## src/rtl/sbca_pkg.sv

```systemverilog
// Shared types and constants of the SRAM bank crossbar arbiter.
package sbca_pkg;

  localparam int NUM_BANKS  = 3;
  localparam int BANK_SHIFT = 13;        // banks are placed in 8 KiB steps
  localparam int ADDR_W     = 32;
  localparam int BANK_W     = 2;
  localparam int IN_W       = 104;
  localparam int OUT_W      = 16;
  localparam int CFG_AW     = 5;

  // Configuration register indexes (byte address bits [4:2])
  localparam logic [2:0] REG_WINDOW_BASE  = 3'd0;
  localparam logic [2:0] REG_WINDOW_END   = 3'd1;
  localparam logic [2:0] REG_BANK0_OFFSET = 3'd2;
  localparam logic [2:0] REG_BANK1_OFFSET = 3'd3;
  localparam logic [2:0] REG_BANK2_OFFSET = 3'd4;

  typedef enum logic {
    SBCA_IDLE,
    SBCA_ACTIVE
  } sbca_state_t;

  // Inclusive span of each bank plus the window limits
  typedef struct packed {
    logic [ADDR_W-1:0]                win_base;
    logic [ADDR_W-1:0]                win_end;
    logic [NUM_BANKS-1:0][ADDR_W-1:0] first;
    logic [NUM_BANKS-1:0][ADDR_W-1:0] last;
  } sbca_bounds_t;

  // Decode outcome for one address
  typedef struct packed {
    logic              hit;
    logic [BANK_W-1:0] bank;
    logic              outside;
  } sbca_dec_t;

  // Input item, last field in the lowest bits
  typedef struct packed {
    logic              pad;
    logic              done1;
    logic              done0;
    logic              start1;
    logic              start0;
    logic [ADDR_W-1:0] bus_address;
    logic              bus_valid;
    logic [ADDR_W-1:0] master1_address;
    logic              master1_valid;
    logic [ADDR_W-1:0] master0_address;
    logic              master0_valid;
  } sbca_item_t;

  // Result item, last field in the lowest bits
  typedef struct packed {
    logic                 pad;
    logic                 bus_held;
    logic [BANK_W-1:0]    bus_bank;
    logic                 bus_ack;
    logic [1:0]           master_ack_mask;
    logic [NUM_BANKS-1:0] bank_request_mask;
    logic                 address_error;
    logic                 bank_collision;
    logic [1:0]           dropped_mask;
    logic [1:0]           accepted_mask;
  } sbca_result_t;

endpackage

```

## src/rtl/sbca_decode.sv

```systemverilog
// Address to bank decode with window check.
module sbca_decode (
  input  logic [sbca_pkg::ADDR_W-1:0] addr,
  input  sbca_pkg::sbca_bounds_t      bounds,
  output sbca_pkg::sbca_dec_t         dec
);

  logic [sbca_pkg::NUM_BANKS-1:0] in_span;

  // Inverted or empty spans fall out of the two compares naturally
  always_comb begin
    for (int b = 0; b < sbca_pkg::NUM_BANKS; b++) begin
      in_span[b] = (addr >= bounds.first[b]) && (addr <= bounds.last[b]);
    end
  end

  always_comb begin
    dec.outside = (addr < bounds.win_base) || (addr > bounds.win_end);
    dec.hit     = |in_span;
    priority if (in_span[0]) begin
      dec.bank = sbca_pkg::BANK_W'(0);
    end else if (in_span[1]) begin
      dec.bank = sbca_pkg::BANK_W'(1);
    end else if (in_span[2]) begin
      dec.bank = sbca_pkg::BANK_W'(2);
    end else begin
      dec.bank = sbca_pkg::BANK_W'(0);
    end
  end

endmodule

```

## src/rtl/sram_bank_crossbar_arbiter.sv

```systemverilog
// Top level of the SRAM bank crossbar arbiter: decode, arbitration, bus slot, state.
// The input register takes the transfer, one decode and arbitration pass fills
// the result register. Throughput: one item per cycle unless out_tready stalls; the
// single pass through three bank decoders and the arbitration logic sets this.
// in_tready follows out_tready once both registers hold.
// Reset (rst_n low, synchronous): Idle, no running masters, pending slot empty,
// both channel registers empty, all configuration registers zero.
module sram_bank_crossbar_arbiter (
  input  logic                         clk,
  input  logic                         rst_n,
  // input channel
  input  logic                         in_tvalid,
  output logic                         in_tready,
  // master0_valid, master0_address, master1_valid, master1_address, bus_valid,
  // bus_address, start0, start1, done0, done1, zero pad (lowest bit first)
  input  logic [sbca_pkg::IN_W-1:0]    in_tdata,
  // result channel
  output logic                         out_tvalid,
  input  logic                         out_tready,
  // accepted_mask, dropped_mask, bank_collision, address_error, bank_request_mask,
  // master_ack_mask, bus_ack, bus_bank, bus_held, zero pad (lowest bit first)
  output logic [sbca_pkg::OUT_W-1:0]   out_tdata,
  // configuration port
  input  logic                         cfg_psel,
  input  logic                         cfg_penable,
  input  logic                         cfg_pwrite,
  input  logic [sbca_pkg::CFG_AW-1:0]  cfg_paddr,
  input  logic [31:0]                  cfg_pwdata,
  output logic [31:0]                  cfg_prdata,
  output logic                         cfg_pready
);

  // Configuration registers
  logic [31:0]                    win_base_r;
  logic [31:0]                    win_end_r;
  logic [2:0][7:0]                bank_off_r;
  logic [2:0]                     cfg_idx;
  logic                           cfg_wr;

  // Channel registers
  sbca_pkg::sbca_item_t           item_r;
  logic                           item_vld_r;
  sbca_pkg::sbca_result_t         result_r;
  sbca_pkg::sbca_result_t         result_nxt;
  logic                           out_vld_r;
  logic                           in_fire;
  logic                           adv;

  // Arbitration state
  sbca_pkg::sbca_state_t          state_r, state_nxt;
  logic [1:0]                     running_r, running_nxt;
  logic                           over_r, over_nxt;
  logic                           pend_r, pend_nxt;
  logic [31:0]                    pend_addr_r, pend_addr_nxt;

  sbca_pkg::sbca_bounds_t         bounds;
  sbca_pkg::sbca_dec_t            dec_m0, dec_m1, dec_bus;
  logic [31:0]                    bus_eff_addr;

  // ---------------------------------------------------------------------------
  // Configuration port: write on the access phase, read back unregistered
  // ---------------------------------------------------------------------------
  assign cfg_pready = 1'b1;
  assign cfg_idx    = cfg_paddr[4:2];
  assign cfg_wr     = cfg_psel && cfg_penable && cfg_pwrite && cfg_pready;

  always_ff @(posedge clk) begin
    if (!rst_n) begin
      win_base_r <= '0;
      win_end_r  <= '0;
      bank_off_r <= '0;
    end else if (cfg_wr) begin
      unique case (cfg_idx)
        sbca_pkg::REG_WINDOW_BASE:  win_base_r    <= cfg_pwdata;
        sbca_pkg::REG_WINDOW_END:   win_end_r     <= cfg_pwdata;
        sbca_pkg::REG_BANK0_OFFSET: bank_off_r[0] <= cfg_pwdata[7:0];
        sbca_pkg::REG_BANK1_OFFSET: bank_off_r[1] <= cfg_pwdata[7:0];
        sbca_pkg::REG_BANK2_OFFSET: bank_off_r[2] <= cfg_pwdata[7:0];
        default: ;  // writes beyond the register list are dropped
      endcase
    end
  end

  always_comb begin
    unique case (cfg_idx)
      sbca_pkg::REG_WINDOW_BASE:  cfg_prdata = win_base_r;
      sbca_pkg::REG_WINDOW_END:   cfg_prdata = win_end_r;
      sbca_pkg::REG_BANK0_OFFSET: cfg_prdata = {24'd0, bank_off_r[0]};
      sbca_pkg::REG_BANK1_OFFSET: cfg_prdata = {24'd0, bank_off_r[1]};
      sbca_pkg::REG_BANK2_OFFSET: cfg_prdata = {24'd0, bank_off_r[2]};
      default:                    cfg_prdata = '0;
    endcase
  end

  // ---------------------------------------------------------------------------
  // Bank bounds: start = base + offset * 8 KiB, wrapping at 32 bits.
  // Each bank ends one below the next start; the last ends one below window_end.
  // ---------------------------------------------------------------------------
  always_comb begin
    bounds.win_base = win_base_r;
    bounds.win_end  = win_end_r;
    for (int b = 0; b < sbca_pkg::NUM_BANKS; b++) begin
      bounds.first[b] = win_base_r + (32'(bank_off_r[b]) << sbca_pkg::BANK_SHIFT);
    end
    bounds.last[0] = bounds.first[1] - 32'd1;
    bounds.last[1] = bounds.first[2] - 32'd1;
    bounds.last[2] = win_end_r - 32'd1;
  end

  // ---------------------------------------------------------------------------
  // Channel handshake: advance the held item whenever the result register is
  // free or being drained in the same cycle.
  // ---------------------------------------------------------------------------
  assign adv       = item_vld_r && (!out_vld_r || out_tready);
  assign in_tready = !item_vld_r || adv;
  assign in_fire   = in_tvalid && in_tready;

  always_ff @(posedge clk) begin
    if (!rst_n) begin
      item_vld_r <= 1'b0;
      out_vld_r  <= 1'b0;
    end else begin
      if (in_fire) begin
        item_vld_r <= 1'b1;
      end else if (adv) begin
        item_vld_r <= 1'b0;
      end
      if (adv) begin
        out_vld_r <= 1'b1;
      end else if (out_tready) begin
        out_vld_r <= 1'b0;
      end
    end
  end

  always_ff @(posedge clk) begin
    if (in_fire) begin
      item_r <= sbca_pkg::sbca_item_t'(in_tdata);
    end
    if (adv) begin
      result_r <= result_nxt;
    end
  end

  assign out_tvalid = out_vld_r;
  assign out_tdata  = result_r;

  // ---------------------------------------------------------------------------
  // Decoders: one per master, one for the effective bus request
  // ---------------------------------------------------------------------------
  assign bus_eff_addr = item_r.bus_valid ? item_r.bus_address : pend_addr_r;

  sbca_decode u_dec_m0 (
    .addr   (item_r.master0_address),
    .bounds (bounds),
    .dec    (dec_m0)
  );

  sbca_decode u_dec_m1 (
    .addr   (item_r.master1_address),
    .bounds (bounds),
    .dec    (dec_m1)
  );

  sbca_decode u_dec_bus (
    .addr   (bus_eff_addr),
    .bounds (bounds),
    .dec    (dec_bus)
  );

  // ---------------------------------------------------------------------------
  // Arbitration and bus slot. Master 1 is examined after master 0, so it takes
  // a shared bank and master 0 is marked as dropped.
  // ---------------------------------------------------------------------------
  logic                           act;
  logic                           hit0, hit1, coll;
  logic [sbca_pkg::NUM_BANKS-1:0] won;
  logic                           bus_eff;
  logic                           bus_ack;
  logic [sbca_pkg::BANK_W-1:0]    bus_bank;
  logic [sbca_pkg::NUM_BANKS-1:0] bus_sel;
  logic                           err;

  always_comb begin
    act      = (state_r == sbca_pkg::SBCA_ACTIVE);
    hit0     = act && item_r.master0_valid && dec_m0.hit;
    hit1     = act && item_r.master1_valid && dec_m1.hit;
    coll     = hit0 && hit1 && (dec_m0.bank == dec_m1.bank);
    won      = ({sbca_pkg::NUM_BANKS{hit0}} & (3'd1 << dec_m0.bank))
             | ({sbca_pkg::NUM_BANKS{hit1}} & (3'd1 << dec_m1.bank));

    bus_eff  = item_r.bus_valid || pend_r;
    // holes and other bus addresses outside every bank span fall back to bank 0
    bus_bank = dec_bus.hit ? dec_bus.bank : sbca_pkg::BANK_W'(0);
    bus_sel  = 3'd1 << bus_bank;
    bus_ack  = bus_eff && (!act || ((won & bus_sel) == '0));

    err = (act && item_r.master0_valid && !dec_m0.hit && dec_m0.outside)
       || (act && item_r.master1_valid && !dec_m1.hit && dec_m1.outside)
       || (bus_eff && !dec_bus.hit && dec_bus.outside);

    // pending slot: store an unserved new request, clear once a lone pending
    // request is served
    pend_nxt      = pend_r;
    pend_addr_nxt = pend_addr_r;
    if (item_r.bus_valid && !bus_ack) begin
      pend_nxt      = 1'b1;
      pend_addr_nxt = item_r.bus_address;
    end else if (!item_r.bus_valid && pend_r && bus_ack) begin
      pend_nxt      = 1'b0;
      pend_addr_nxt = '0;
    end

    result_nxt                   = '0;
    result_nxt.accepted_mask     = {hit1, hit0 && !coll};
    result_nxt.dropped_mask      = {1'b0, coll};
    result_nxt.bank_collision    = coll;
    result_nxt.address_error     = err;
    result_nxt.bank_request_mask = won | ({sbca_pkg::NUM_BANKS{bus_ack}} & bus_sel);
    result_nxt.master_ack_mask   = {hit1, hit0};
    result_nxt.bus_ack           = bus_ack;
    result_nxt.bus_bank          = bus_eff ? bus_bank : sbca_pkg::BANK_W'(0);
    result_nxt.bus_held          = pend_nxt;
  end

  // ---------------------------------------------------------------------------
  // Idle/Active state machine. Start wins over done while Active; leave Active
  // once the masters have all finished (now or earlier) and no bus request was
  // waiting at the start of the cycle.
  // ---------------------------------------------------------------------------
  logic over_now;
  logic leave;

  always_comb begin
    over_now    = act && (running_r == 2'b00);
    leave       = act && (over_now || over_r) && !pend_r;
    state_nxt   = state_r;
    running_nxt = running_r;
    over_nxt    = over_r;
    unique case (state_r)
      sbca_pkg::SBCA_IDLE: begin
        running_nxt = {item_r.start1, item_r.start0};
        over_nxt    = 1'b0;
        state_nxt   = (item_r.start0 || item_r.start1) ? sbca_pkg::SBCA_ACTIVE
                                                       : sbca_pkg::SBCA_IDLE;
      end
      sbca_pkg::SBCA_ACTIVE: begin
        running_nxt[0] = item_r.start0 || (running_r[0] && !item_r.done0);
        running_nxt[1] = item_r.start1 || (running_r[1] && !item_r.done1);
        over_nxt       = over_r || over_now;
        state_nxt      = leave ? sbca_pkg::SBCA_IDLE : sbca_pkg::SBCA_ACTIVE;
      end
      default: begin
        state_nxt = sbca_pkg::SBCA_IDLE;
      end
    endcase
  end

  // Hold all state until the item advances into the result register
  always_ff @(posedge clk) begin
    if (!rst_n) begin
      state_r     <= sbca_pkg::SBCA_IDLE;
      running_r   <= 2'b00;
      over_r      <= 1'b0;
      pend_r      <= 1'b0;
      pend_addr_r <= '0;
    end else if (adv) begin
      state_r     <= state_nxt;
      running_r   <= running_nxt;
      over_r      <= over_nxt;
      pend_r      <= pend_nxt;
      pend_addr_r <= pend_addr_nxt;
    end
  end

  // ---------------------------------------------------------------------------
  // Assertions
  // ---------------------------------------------------------------------------
  a_idle_no_master: assert property (@(posedge clk) disable iff (!rst_n)
    adv && (state_r == sbca_pkg::SBCA_IDLE)
      |=> (result_r.accepted_mask == 2'b00) && (result_r.master_ack_mask == 2'b00))
    else $error("master granted while idle");

  a_slot_clear: assert property (@(posedge clk) disable iff (!rst_n)
    !pend_r |-> (pend_addr_r == '0))
    else $error("empty pending slot holds an address");

  a_stall_cause: assert property (@(posedge clk) disable iff (!rst_n)
    !in_tready |-> (out_tvalid && !out_tready))
    else $error("input stalled without a stalled result");

  a_stay_active: assert property (@(posedge clk) disable iff (!rst_n)
    adv && act && pend_r |=> (state_r == sbca_pkg::SBCA_ACTIVE))
    else $error("left active with a bus request pending");

  a_drop_excl: assert property (@(posedge clk) disable iff (!rst_n)
    out_tvalid |-> ((result_r.accepted_mask & result_r.dropped_mask) == 2'b00))
    else $error("master both accepted and dropped");

endmodule
```

## config.mk

```make
export PLATFORM = sky130hd
export DESIGN_NAME = sram_bank_crossbar_arbiter
export DESIGN_NICKNAME = d
export VERILOG_FILES = /design/src/rtl/sbca_pkg.sv /design/src/rtl/sbca_decode.sv /design/src/rtl/sram_bank_crossbar_arbiter.sv
export SDC_FILE = /design/constraint.sdc
export NUM_CORES = 1
export LEC_CHECK = 0
export ABC_AREA = 0
export BUFFER_PORTS_ARGS = -buffer_cell sky130_fd_sc_hd__buf_2
export CAP_MARGIN = 25
export CELL_PAD_IN_SITES_DETAIL_PLACEMENT = 1
export CELL_PAD_IN_SITES_GLOBAL_PLACEMENT = 2
export CORE_MARGIN = 3
export CORE_UTILIZATION = 39
export DETAILED_ROUTE_END_ITERATION = 6
export PLACE_DENSITY = 0.94
export SYNTH_ARGS = -nofsm -noshare
export SYNTH_HDL_FRONTEND = slang
export SYNTH_SLANG_ARGS = --single-unit
```

## constraint.sdc

```tcl
create_clock -name clk -period 7.5 [get_ports clk]
set_input_delay 1.5 -clock clk [delete_from_list [all_inputs] [get_ports clk]]
set_output_delay 1.5 -clock clk [all_outputs]
set_load 0.02 [all_outputs]
```

==> run_results.csv, run 1 <==
group,metric,value,unit
layout,fin_nets,4048,
worst_setup_path,reg2regPathDepth,22,
yosys,synth_compound_area_share,20.90,%
yosys,synthXorXnorAreaFrac,5.842,%
floorplanning,die_h,268.2,µm
clock_network,cts-root-buf,"clkbuf_16",
yosys,yosysSeqAreaShare,22.36,%
floorplanning,dieArea,0.07193,mm²
pwr,leakage,13.58,nW
clock_network,clock_latency,0.64,ns
min_path,hold_depth,2,
floorplanning,core-area,0.06763,mm²
yosys,synth_top_family_by_area,"adder cells",
floorplanning,initial_core_util,39.64,%
place,gp_congestion,0.9730,
status,status,"finished clean",
layout,diodes,0,
worst_setup_path,setup.worst_path.start_class,"flip-flop",
flow_run,maxCapViolCount,0,
floorplanning,ios,199,
detailed_routing,met2_length,48.97,mm
detailed_routing,detail_route.vias_per_cell,6.186,
worst_setup_path,cp_max_fo,32,
min_path,min_path_type,"reg2reg",
detailed_routing,wl_met1,47.28,mm
worst_setup_path,path_class,"reg2reg",
yosys,synth_top_cells_by_area,"ha_1 27%, edfxtp_1 13%, dfxtp_1 9.5%",
sta,fin_crit_sh,97.33,%
pwr,p_per_area,145.2,mW/mm²
sta,timing.setup.tns,0,ns
sta,setup_viol,0,
clock_network,clkSinkCount,242,
layout,stdcell_count,4226,
pwr,p_sw,1.571,mW
worst_setup_path,cp.arrival,7.81,ns
yosys,postSynth.asyncResetShare,0,%
detailed_routing,drc,0,
pwr,netSwitchingFraction,35.33,%
global_routing,grt_pass1_vias,26718,
global_routing,overflow,0,
layout,syn_to_final_growth,14.26,%
global_routing,grt_util_all_layers,30.09,%
yosys,synth.largest_area_cell,"ha_1",
yosys,yosysTopAreaCellShare,26.50,%
detailed_routing,drt_iter0_markers,2023,
yosys,synth_ff_type,"dfxtp_1",
pwr,power_frac_seq,33.8,%
yosys,synth-simple-area-share,17.86,%
detailed_routing,dr_total_vias,26140,
sta,grt_setup_unrepaired,"no",
place,hpwl,89.63,mm
floorplanning,rows,95,
yosys,yosysUniqueCellTypes,106,
global_routing,grt_max_degree,79,
yosys,syn_inst,3053,
global_routing,grt_pass1_wl,164.0,mm
yosys,synth_warnings,0,
detailed_routing,routed-wl-met3,8.134,mm
clock_network,ctsHtreeMaxLevel,1,
worst_setup_path,end_kind,"flip-flop",
worst_setup_path,required,8.01,ns
sta,fin_skew,0.01726,ns
floorplanning,die_x,268.2,µm
sta,drv_slew,0,
place,placed_area,0.02955,mm²
yosys,avgSynthCellArea,8.783,µm²
sta,slew_headroom,28.82,%
sta,layout_min_cycle_time,7.300,ns
detailed_routing,firstDrtPassIters,5,
yosys,synth_adder_area_share,27.90,%
yosys,syn_area,0.02681,mm²
detailed_routing,dr.max_layer_used,"met5",
clock_network,clk_pin_slew,0.06,ns
yosys,synthMuxAreaShare,1.456,%
sta,hold_viol_final,0,
layout,drive_gt1_share,14.55,%
detailed_routing,drtAntennaViolNets,0,
yosys,synth_seq_cells,242,
pwr,combPwrFrac,31.8,%
pwr,intPower,2.876,mW
place,io_buffers,192,
detailed_routing,wl_per_cell,26.06,µm
detailed_routing,wirelength,110.1,mm
clock_network,cts_tree,"built",
place,place_inst,4166,
pwr,clockPowerShare,34.4,%
layout,fin_area,0.03064,mm²
sta,tightestPinTransition,1.058,ns
sta,max_freq,137.0,MHz
clock_network,cts_made_buffers,31,
yosys,synth_edf_count,115,
pwr,vdd_ir_drop_max,0.1733,mV
clock_network,max-clock-path-buffers,3,
global_routing,antenna_found_initial,1,
-- area by class of cell --
cell class              count  area (µm²)
flip-flops and latches    242        5996
multi-input cells        2568       19900
repair buffers            333        2042
inverters                 153       574.3
clock inverters            18       156.4
well taps                 873        1092
fillers                  7960       37000
clock buffers              39       872.1
-- metrics by stage --
step           setup WS, ns  util (%)  hold slack [ns]  power [mW]
6_report             0.1999     45.30           0.4625       4.447
5_1_grt            0.005632     45.30           0.4842       4.688
4_1_cts              0.1417     45.21           0.4682       4.448
3_5_place_dp         0.1793     43.69           0.4584       2.906
3_3_place_gp         0.3166     43.69           0.4541       2.851
2_1_floorplan         1.266         -           0.4444       2.402
-- power by group through the flow --
stage               Sequential (mW)  Combinational (mW)  Clock [mW]
global placement               1.53                1.32           0
finish                         1.50                1.41        1.53
floorplan                      1.51               0.889           0
CTS                            1.50                1.39        1.56
global route                   1.51                1.56        1.62
detailed placement             1.53                1.38           0
-- cell families (layout without fill, tap and decap cells) --
kind of cell,count (synthesis),in the layout
AOI/OAI and AO/OA,843,843
and+or+nand+nor,928,928
muxes,38,38
xor gates and xnor gates,154,154
buffers and inverters,244,543
adders and majority gates,602,602
DFF,242,242
other,2,3
-- placed cells by master, fill, tap and decap left out, types with 14 or more instances in the layout --
master / instances
ha_1: 568
nand2_1: 266
a21oi_1: 241
buf_2: 193
o21ai_0: 150
inv_1: 148
nor2_1: 143
buf_4: 136
dfxtp_1: 127
xnor2_1: 121
nand4_1: 119
a21o_1: 115
edfxtp_1: 115
nand3_1: 83
nor2b_1: 67
nand2b_1: 57
nor3_1: 48
o21a_1: 40
clkbuf_16: 33
nor4_1: 31
mux2i_1: 30
o21ai_2: 30
maj3_1: 29
o211ai_1: 28
a22o_1: 27
a211oi_1: 26
a22oi_1: 23
or3_1: 15
xor2_1: 14
a221oi_1: 14
o22ai_1: 14
-- what timing repair did --
item	CTS	global route
resized for setup	0	5
hold buffers	0	0
setup buffers	0	1
endpoints found under the setup margin	0	32
-- worst max-delay path, cell delays in order (launching register included) --
cell and delay [ns]:
dfxtp_1 0.50, ha_1 0.26, inv_1 0.06, fa_1 0.41, nand2b_1 0.18, a211oi_1 0.50, o21ai_0 0.34, a221oi_2 0.57
nand4_1 0.22, xnor2_1 0.40, ha_1 0.23, nand4_1 0.07, or2_2 0.33, a2111oi_0 0.59, nand4_1 0.19, nor3_1 0.27
a211oi_1 0.12, a32oi_2 0.36, or4b_4 0.53, a311o_1 0.42, a2bb2oi_4 0.18, buf_12 0.23, o21ai_0 0.12
-- routing by layer --
layer	track usage (%)	vias up
met4	13.57	2
li1	-	12062
met2	48.61	944
met1	39.95	12886
met5	0	-
met3	4.203	246
-- Yosys cell counts (8+ instances only) --
library cell	instances
nor3b_1	8
a22o_1	27
nor4_1	31
nor3_1	49
xor2_1	14
a31oi_1	9
clkbuf_1	65
inv_1	148
a221oi_1	14
nor2_1	143
ha_1	568
xnor2_1	122
mux2i_1	30
o21bai_1	12
o31ai_1	10
a211oi_1	26
o211ai_1	28
dfxtp_1	127
or4_1	10
a211o_1	8
nand2_1	266
o21a_1	40
mux2_2	8
o21ai_0	150
and3_1	13
buf_2	13
o21ai_1	8
or3_1	15
a21oi_1	243
o21ai_2	30
maj3_1	29
a2111oi_0	9
nand3_1	83
xnor3_1	12
a21o_1	115
nand4_1	119
o22ai_1	14
edfxtp_1	115
and2_1	12
a22oi_1	23
nor2b_1	69
or2_2	13
nand2b_1	57
-- sequential cells by signal, summed over array words and instances, names as in the netlist, 2 cells and up --
register	flops
out_tdata	12
bank_off_r	24
item_r	103
pend_addr_r	32
win_base_r	32
win_end_r	32
running_r	2
-- worst paths after layout --
check | to | slack [ns] | startpoint
max | pend_addr_r[0] | 0.20 | win_base_r[13]
min | pend_addr_r[11] | 0.46 | pend_addr_r[11]
max reg2reg | pend_addr_r[0] | 0.20 | win_base_r[13]
min reg2reg | pend_addr_r[11] | 0.46 | pend_addr_r[11]
No activity file was read; power rests on OpenSTA's default activity.
==> inputs of run 2 (changes only) <==
==> constraint.sdc (replaced) <==
create_clock -name clk -period 7.5 [get_ports clk]
set_input_delay 2.25 -clock clk [delete_from_list [all_inputs] [get_ports clk]]
set_output_delay 2.25 -clock clk [all_outputs]
set_load 0.02 [all_outputs]
==> run_results.csv, run 2 (synthesis results as in run 1) <==
group,metric,value,unit
status,status,"finished clean",
clock_network,cts_tree,"built",
place,gp_congestion,0.9875,
layout,multi_input_area,0.01989,mm²
floorplanning,core-area,0.06763,mm²
worst_setup_path,end_kind,"flip-flop",
global_routing,grt_max_degree,90,
sta,hold_viol_final,0,
global_routing,grt_pass1_vias,26864,
layout,largest_register_ffs,103,
layout,regArea,0.005996,mm²
place,hpwl,89.92,mm
clock_network,ctsHtreeMaxLevel,1,
clock_network,hold_buffers,0,
sta,slew_headroom,26.63,%
layout,regMostFlops,"item_r",
clock_network,clk_pin_slew,0.06,ns
floorplanning,ios,199,
layout,syn_to_final_growth,14.02,%
detailed_routing,wl_per_cell,26.03,µm
layout,fin_util,45.20,%
floorplanning,die_x,268.2,µm
floorplanning,initial_core_util,39.64,%
sta,holdWs,0.4650,ns
worst_setup_path,path_cells,"ha_1, inv_1, fa_1, nor4b_2, nand2_1, o21bai_1, a2111oi_2, or2b_1, xnor2_1, ha_1, nand4_1, or3_1, a211o_1, nor3_1, a22oi_1, o311a_1, a32oi_2, or4b_4, a311o_1, a2bb2oi_4, buf_12, o21ai_0",
detailed_routing,firstDrtPassIters,5,
layout,stdcell_count,4232,
detailed_routing,dr_total_vias,26134,
layout,nFillCells,8014,
global_routing,grt_util_all_layers,30.11,%
place,pre_cts_ws,0.2524,ns
worst_setup_path,critPathMaxStageDelay,0.52,ns
clock_network,cts-root-buf,"clkbuf_16",
pwr,vdd_ir_drop_max,0.1473,mV
global_routing,overflow,0,
sta,fin_skew,0.01351,ns
detailed_routing,drc,0,
worst_setup_path,setup.worst_path.start_class,"flip-flop",
layout,final_cell_mix,"568 x ha_1, 266 x nand2_1, 242 x a21oi_1, 194 x buf_2, 150 x o21ai_0",
floorplanning,dieArea,0.07193,mm²
global_routing,grt_pass1_wl,164.2,mm
sta,setup_viol,0,
clock_network,postCtsSetupBuffers,0,
detailed_routing,drtAntennaViolNets,0,
place,place_inst,4178,
place,io_buffers,192,
sta,layout_min_cycle_time,7.219,ns
sta,max_freq,138.5,MHz
clock_network,cts_made_buffers,28,
worst_setup_path,required,7.98,ns
sta,drv_slew,0,
sta,timing.setup.tns,0,ns
worst_setup_path,critical_path.most_common_cell,"ha_1",
detailed_routing,drt_iter0_markers,1964,
layout,drive_gt1_share,14.47,%
worst_setup_path,slowest_stage,"or4b_4",
clock_network,clkSinkCount,242,
floorplanning,rows,95,
sta,tightestPinTransition,1.090,ns
sta,finalWorstSetupSlack,0.2809,ns
clock_network,clock_latency,0.60,ns
layout,final_common_cell,"ha_1",
worst_setup_path,path_class,"reg2reg",
global_routing,antenna_found_initial,2,
flow_run,maxCapViolCount,0,
pwr,leakage,13.56,nW
floorplanning,die_h,268.2,µm
worst_setup_path,cp.arrival,7.70,ns
layout,fin_nets,4055,
min_path,min_path_type,"reg2reg",
detailed_routing,detail_route.vias_per_cell,6.175,
pwr,p_per_area,140.4,mW/mm²
clock_network,max-clock-path-buffers,3,
worst_setup_path,cp_max_fo,32,
detailed_routing,wirelength,110.2,mm
sta,fin_crit_sh,96.25,%
==> run 2: changes by cell type in the layout (fill, tap and decap cells not counted), sizes merged <==
cell and change:
buf +11, clkinv -4, clkbuf +3, inv -3
bufinv -1, clkinvlp -1, diode +1
==> run 2: per-layer routing <==
| metal | routed length [µm] | track usage [%] | share of wire [%] | vias up |
|---|---|---|---|---|
| met4 | 6211 | 14.75 | 5.6 | 0 |
| met2 | 48990 | 48.41 | 44 | 882 |
| met3 | 7515 | 4.386 | 6.8 | 235 |
| met5 | 0 | 0 | 0 | - |
| li1 | - | - | - | 12060 |
| met1 | 47440 | 39.61 | 43 | 12957 |
==> run 2: worst paths after layout <==
path | from | endpoint | slack (ns) | depth (start not counted)
worst min-delay path | pend_addr_r[5] | pend_addr_r[5] | 0.46 | 2
worst max register to register | win_base_r[13] | pend_addr_r[0] | 0.28 | 22
worst min register to register | pend_addr_r[5] | pend_addr_r[5] | 0.46 | 2
worst max-delay path | win_base_r[13] | pend_addr_r[0] | 0.28 | 22
==> run 2: layout make-up <==
cell class | count | share of cell area [%]
clock inverter | 9 | 0.1473
inverter | 153 | 1.878
clock buffer | 43 | 2.758
sequential | 242 | 19.61
multi-input combinational | 2568 | 65.07
timing repair buffer | 343 | 6.957
tap | 873 | 3.573
antenna | 1 | 0.008185
==> run 2: timing repair <==
action                                  CTS  global route
endpoints found under the setup margin    0            33
gates resized for setup                   0             4
endpoints found under the hold margin     0             0
==> run 2: metrics by stage <==
step,total power [mW],instance area (µm²)
after CTS,4.303,30540
after global placement,2.856,29630
final,4.293,30570
after floorplan,2.402,26820
after detailed placement,2.917,29650
after global routing,4.531,30570
==> run 2: power breakdown <==
group          internal, mW  leakage, nW  switching (mW)
registers              1.44         2.15          0.0652
logic                 0.581         11.0           0.846
clock network         0.769        0.441           0.596
==> run 2: critical path: cells and delay by family (launching register included) <==
family,cells,cell delay [ns]
compound gates,9,2.67
xor+xnor,1,0.19
fa+ha+maj,3,1.12
buf+inv,2,0.32
flops,1,0.49
simple gates,7,2.24
